File: src/rtl/core/bpc_pkg.sv
// Package for the barometric pressure compensation block.
// Holds the word types, register indexes, constants and shared helpers.
`timescale 1ns / 1ps
`default_nettype none

package bpc_pkg;

  localparam int DIV_W    = 32;
  localparam int ADDR_W   = 5;
  localparam int CFG_DW   = 64;

  // Register indexes, taken from paddr[4:3].
  typedef enum logic [1:0] {
    REG_AC1_AC4  = 2'd0,
    REG_AC5_B2   = 2'd1,
    REG_MC_MD    = 2'd2,
    REG_OSS      = 2'd3
  } reg_idx_t;

  typedef struct packed {
    logic [15:0] raw_temperature;
    logic [23:0] raw_pressure;
  } in_word_t;

  typedef struct packed {
    logic signed [31:0] temperature;
    logic signed [31:0] pressure;
    logic               divide_error;
  } out_word_t;

  // Payload carried alongside the temperature divider.
  typedef struct packed {
    logic signed [31:0] x1;
    logic [31:0]        up;
    logic               neg;
    logic               err;
  } diva_pay_t;

  // Payload carried alongside the pressure divider.
  typedef struct packed {
    logic signed [31:0] t;
    logic               err;
    logic               dbl;
  } divb_pay_t;

  localparam logic signed [31:0] C_B6_OFS  = 32'sd4000;
  localparam logic signed [31:0] C_P_X1    = 32'sd3038;
  localparam logic signed [31:0] C_P_X2    = -32'sd7357;
  localparam logic signed [31:0] C_P_OFS   = 32'sd3791;
  localparam logic [31:0]        C_B7_MUL  = 32'd50000;
  localparam logic [31:0]        C_B4_OFS  = 32'd32768;

  // Signed division by 2^k that truncates toward zero.
  function automatic logic signed [31:0] sdiv_pow2(input logic signed [31:0] x,
                                                   input int unsigned k);
    logic signed [31:0] bias;
    bias = x[31] ? ((32'sd1 <<< k) - 32'sd1) : 32'sd0;
    return (x + bias) >>> k;
  endfunction

  // Sign extension of a 16-bit field.
  function automatic logic signed [31:0] sx16(input logic [15:0] v);
    return signed'({{16{v[15]}}, v});
  endfunction

endpackage

`default_nettype wire

File: src/rtl/core/bpc_div.sv
// Pipelined unsigned divider, one quotient bit per stage.
// Depends on bpc_pkg for the data width; a side payload travels with each word.
`timescale 1ns / 1ps
`default_nettype none

module bpc_div #(
  parameter int PW = 1
) (
  input  wire logic                      clk,
  input  wire logic                      rst_n,
  input  wire logic                      en,
  input  wire logic                      in_valid,
  input  wire logic [bpc_pkg::DIV_W-1:0] in_num,
  input  wire logic [bpc_pkg::DIV_W-1:0] in_den,
  input  wire logic [PW-1:0]             in_pay,
  output logic                           out_valid,
  output logic [bpc_pkg::DIV_W-1:0]      out_quot,
  output logic [PW-1:0]                  out_pay
);
  import bpc_pkg::*;

  localparam int N = DIV_W;

  logic [N-1:0]  rem_r [N];
  logic [N-1:0]  num_r [N];
  logic [N-1:0]  den_r [N];
  logic [N-1:0]  quo_r [N];
  logic [PW-1:0] pay_r [N];
  logic [N-1:0]  vld_r;

  logic [N-1:0]  rem_nxt [N];
  logic [N-1:0]  num_nxt [N];
  logic [N-1:0]  quo_nxt [N];

  // One restoring step per stage: shift in the next numerator bit, try to subtract.
  always_comb begin
    logic [N-1:0] r_in, n_in, d_in, q_in;
    logic [N:0]   trial;
    for (int s = 0; s < N; s++) begin
      r_in = (s == 0) ? '0 : rem_r[(s == 0) ? 0 : s-1];
      n_in = (s == 0) ? in_num : num_r[(s == 0) ? 0 : s-1];
      d_in = (s == 0) ? in_den : den_r[(s == 0) ? 0 : s-1];
      q_in = (s == 0) ? '0 : quo_r[(s == 0) ? 0 : s-1];
      trial = {r_in, n_in[N-1]};
      if (trial >= {1'b0, d_in}) begin
        rem_nxt[s] = N'(trial - {1'b0, d_in});
        quo_nxt[s] = {q_in[N-2:0], 1'b1};
      end else begin
        rem_nxt[s] = trial[N-1:0];
        quo_nxt[s] = {q_in[N-2:0], 1'b0};
      end
      num_nxt[s] = {n_in[N-2:0], 1'b0};
    end
  end

  // Valid bits move with the data.
  always_ff @(posedge clk) begin
    if (!rst_n) begin
      vld_r <= '0;
    end else if (en) begin
      vld_r <= {vld_r[N-2:0], in_valid};
    end
  end

  // Stage data registers.
  always_ff @(posedge clk) begin
    if (en) begin
      for (int s = 0; s < N; s++) begin
        rem_r[s] <= rem_nxt[s];
        num_r[s] <= num_nxt[s];
        quo_r[s] <= quo_nxt[s];
        den_r[s] <= (s == 0) ? in_den : den_r[(s == 0) ? 0 : s-1];
        pay_r[s] <= (s == 0) ? in_pay : pay_r[(s == 0) ? 0 : s-1];
      end
    end
  end

  assign out_valid = vld_r[N-1];
  assign out_quot  = quo_r[N-1];
  assign out_pay   = pay_r[N-1];

endmodule

`default_nettype wire

File: config.mk
export PLATFORM = sky130hd
export DESIGN_NAME = bpc_div
export DESIGN_NICKNAME = d
export VERILOG_FILES = /design/src/rtl/core/bpc_pkg.sv /design/src/rtl/core/bpc_div.sv
export SDC_FILE = /design/constraint.sdc
export NUM_CORES = 2
export LEC_CHECK = 0
export BUFFER_PORTS_ARGS = -buffer_cell sky130_fd_sc_hd__buf_2
export CAP_MARGIN = 10
export CORE_ASPECT_RATIO = 1.4
export CORE_MARGIN = 2
export CORE_UTILIZATION = 65
export CTS_CLUSTER_SIZE = 30
export DETAILED_ROUTE_END_ITERATION = 8
export PLACE_DENSITY = 0.81
export SLEW_MARGIN = 30
export SYNTH_ARGS = -nofsm -noshare
export SYNTH_HDL_FRONTEND = slang
export SYNTH_MEMORY_MAX_BITS = 65536
export SYNTH_SLANG_ARGS = --single-unit
File: constraint.sdc
create_clock -name clk -period 9.6 [get_ports clk]
set_input_delay 0.96 -clock clk [delete_from_list [all_inputs] [get_ports clk]]
set_output_delay 0.96 -clock clk [all_outputs]
set_load 0.02 [all_outputs]
==> flow_summary.toml <==
[run_status]
outcome = "complete, no violations"

[synthesis]
ys_warn_count = 0
ys_async_sr_fraction = 0
synth_flop_cell = "edfxtp_1"
yosysSeqAreaShare = 0.5847
ys_seq_elements = 3072
synth_enable_flop_cells = 3040
syn_nets = 13870
syn_area_mm2 = 0.1572
syn_area_per_cell_um2 = 12.30
synth_cell_types = 100
syn_inst = 12780

[clocking]
clkLatencyLatePin_ns = 0.92
post_cts_buffers = 0
cts_root_buf = "clkbuf_16"
ctsResizeCount = 0
cts_buffers = 299
cts_tree = "built"
clock_path_buffers = 4
hold_buffers = 0
path_clk_slew_ns = 0.07
htree_levels = 5
cts_sinks = 3072

[timing]
setup_viol = 0
skew_ns = 0.05245
period_share = 0.4749
hold_ws_ns = 0.2224
tns_ns = 0
relSlewSlack = 0.3263
fmaxAchievable_mhz = 219.3
tightest_slew_ns = 1.001
period_minus_slack_ns = 4.559
hold_viol_final = 0
rsz0062_at_grt = "no"
slew_viol_final = 0

[cells_and_area]
final_area_mm2 = 0.1715
multi_input_area_mm2 = 0.05956
layout-drive-gt1-share = 0.05949
register_area_mm2 = 0.09193
fin_nets = 14020
fillers = 16060
final_cell_mix = "edfxtp_1 (3040), inv_1 (1225), a21oi_1 (1006)"
syn_to_final_growth_pct = 9.061
layout_commonest_cell = "edfxtp_1"

[detailed_routing]
routed_wl_um = 395000
wl_per_cell_um = 24.10
initialDrtViolationCount = 9012
drc_errors = 0
dr.pass1.iters = 6
via_count = 103100
via_per_inst = 6.288
ant_nets = 0

[power_and_ir_drop]
clkPwrFrac = 0.205
swShare = 0.3777
pwr_density_cell_mw_per_mm2 = 344.2
ir_drop_v = 0.0002379
seqPwrFrac = 0.363
power_frac_comb = 0.433
power.total_w = 0.05901
p_leak_nw = 68.82
p_int_w = 0.03672
power.switching_w = 0.02229

[worst_setup_path]
r2r_end = "rem_r[1][71]"
worstSetupEndpointType = "flip-flop"
cp-start-kind = "flip-flop"
path_class = "reg2reg"
path_max_fanout = 37
r2r_setup_slack_ns = 5.04
arrival_ns = 5.19
worstPathRequired_ns = 10.23
crit_path_end = "rem_r[1][71]"
cp-startpoint = "rem_r[1][33]"
reg2reg_depth = 11
reg2reg_from = "rem_r[1][33]"

[global_route]
globalRouteMet3Util = 0.04477
grt_use_total = 0.3173
grt_first_pass_wirelength_um = 595800
first_global_vias = 103400
use_met1 = 0.3346
antenna_found_initial = 5
grt_max_degree = 190
top_usage_layer = "met2"
grt_util_met2 = 0.5775
grt_overflow = 0

[die]
die_y_um = 585.9
dieWidth_um = 419.6
ios = 103
start_util = 0.6540
rows = 213
die_area_mm2 = 0.2459
core_area_mm2 = 0.2404

[place]
gp_congestion = 0.9938
dpl_cell_area_mm2 = 0.1613
port_buffers = 102
post-dp-hpwl_um = 286500

[flow_run]
max-cap-violations = 0

[min_path]
min_path_type = "in2reg"
min_from = "in_num[16]"
-- per-stage QoR --
step / utilization / cells / setup WS (ns)
after detailed placement: 0.6712 / 15850 / 4.876
after CTS: 0.7124 / 16380 / 5.138
after floorplan: - / 12780 / 6.211
after global routing: 0.7132 / 16390 / 4.872
final: 0.7133 / 16390 / 5.041
after global placement: 0.6709 / 15840 / 4.998
-- cell usage after synthesis (31+ instances only) --
cell	instances	area share
xnor2_1	492	0.027
mux2_1	438	0.031
nor2b_1	180	0.0072
edfxtp_1	3040	0.58
o211ai_1	55	0.0026
nor2_1	604	0.014
inv_1	1225	0.029
o21ai_0	373	0.012
nand2b_1	120	0.0048
nand4_1	167	0.0066
a21o_1	540	0.026
a21boi_0	31	0.0015
mux2i_1	78	0.0050
o21a_1	132	0.0063
o31ai_1	61	0.0029
nor3_1	163	0.0052
buf_2	64	0.0020
ha_1	994	0.079
and2_1	53	0.0021
xor2_1	324	0.018
mux2_2	54	0.0039
o21ai_1	295	0.0094
and3_1	107	0.0043
nand2_1	736	0.018
nand3_1	192	0.0061
a211oi_1	77	0.0037
or3_1	41	0.0016
nor4_1	41	0.0016
dfxtp_1	32	0.0041
o21bai_1	121	0.0058
clkbuf_1	238	0.0057
a21oi_1	1007	0.032
a31oi_1	115	0.0046
-- cell families after synthesis --
group,after synthesis,share of synthesized area
muxes,597,0.04279
and+or+nand+nor,2535,0.07801
buffers and inverters,1557,0.03790
xor gates and xnor gates,816,0.04546
DFF,3072,0.5847
AOI/OAI and AO/OA,3180,0.1282
adders and majority gates,1024,0.08293
-- worst min-delay path by stage --
| stage | endpoint | slack [ns] | cells after the start |
|---|---|---|---|
| 6_report | num_r[0][16] | 0.22 | 1 |
| 4_1_cts | num_r[0][16] | 0.18 | 1 |
| 3_5_place_dp | num_r[0][202] | 0.40 | 0 |
| 3_3_place_gp | quo_r[1][213] | 0.40 | 0 |
| 5_1_grt | num_r[0][16] | 0.19 | 1 |
| 2_1_floorplan | num_r[0][100] | 0.40 | 0 |
-- power groups by stage --
stage | clock network [W] | registers, W | logic [W]
after global routing | 0.0127 | 0.0216 | 0.0278
after global placement | 0 | 0.0215 | 0.0240
final | 0.0121 | 0.0214 | 0.0255
after CTS | 0.0122 | 0.0213 | 0.0251
after detailed placement | 0 | 0.0215 | 0.0248
after floorplan | 0 | 0.0202 | 0.0190
-- final cells by class --
class,instances,area share
flip-flops and latches,3072,0.5362
multi-input cells,8152,0.3474
clock inverters,187,0.01189
well taps,3225,0.02353
clock buffers,347,0.04586
diodes,6,0.00008757
inverters,1232,0.02697
repair buffers,171,0.008100
-- registers in the layout, indices dropped and copies added (netlist names) --
register	flops
den_r	992
rem_r	992
quo_r	528
num_r	496
pay_r	32
vld_r	32
-- worst max-delay path, cell delays in order (launching register included) --
cell and delay, ns:
edfxtp_1 0.39, ha_1 0.39, o21a_1 0.17, o31a_1 0.20
o211ai_1 0.19, a211oi_1 0.46, o21ai_1 0.28, a2111oi_0 0.69
nor4b_1 0.19, o21ai_4 0.45, buf_4 0.47, mux2_1 0.38
-- per-layer routing --
layer / vias up / routed length (µm)
li1: 47610 / -
met5: - / 13
met1: 49800 / 136400
met4: 2 / 33010
met2: 4161 / 205500
met3: 1496 / 20030
(Power assumes the default switching activity.)
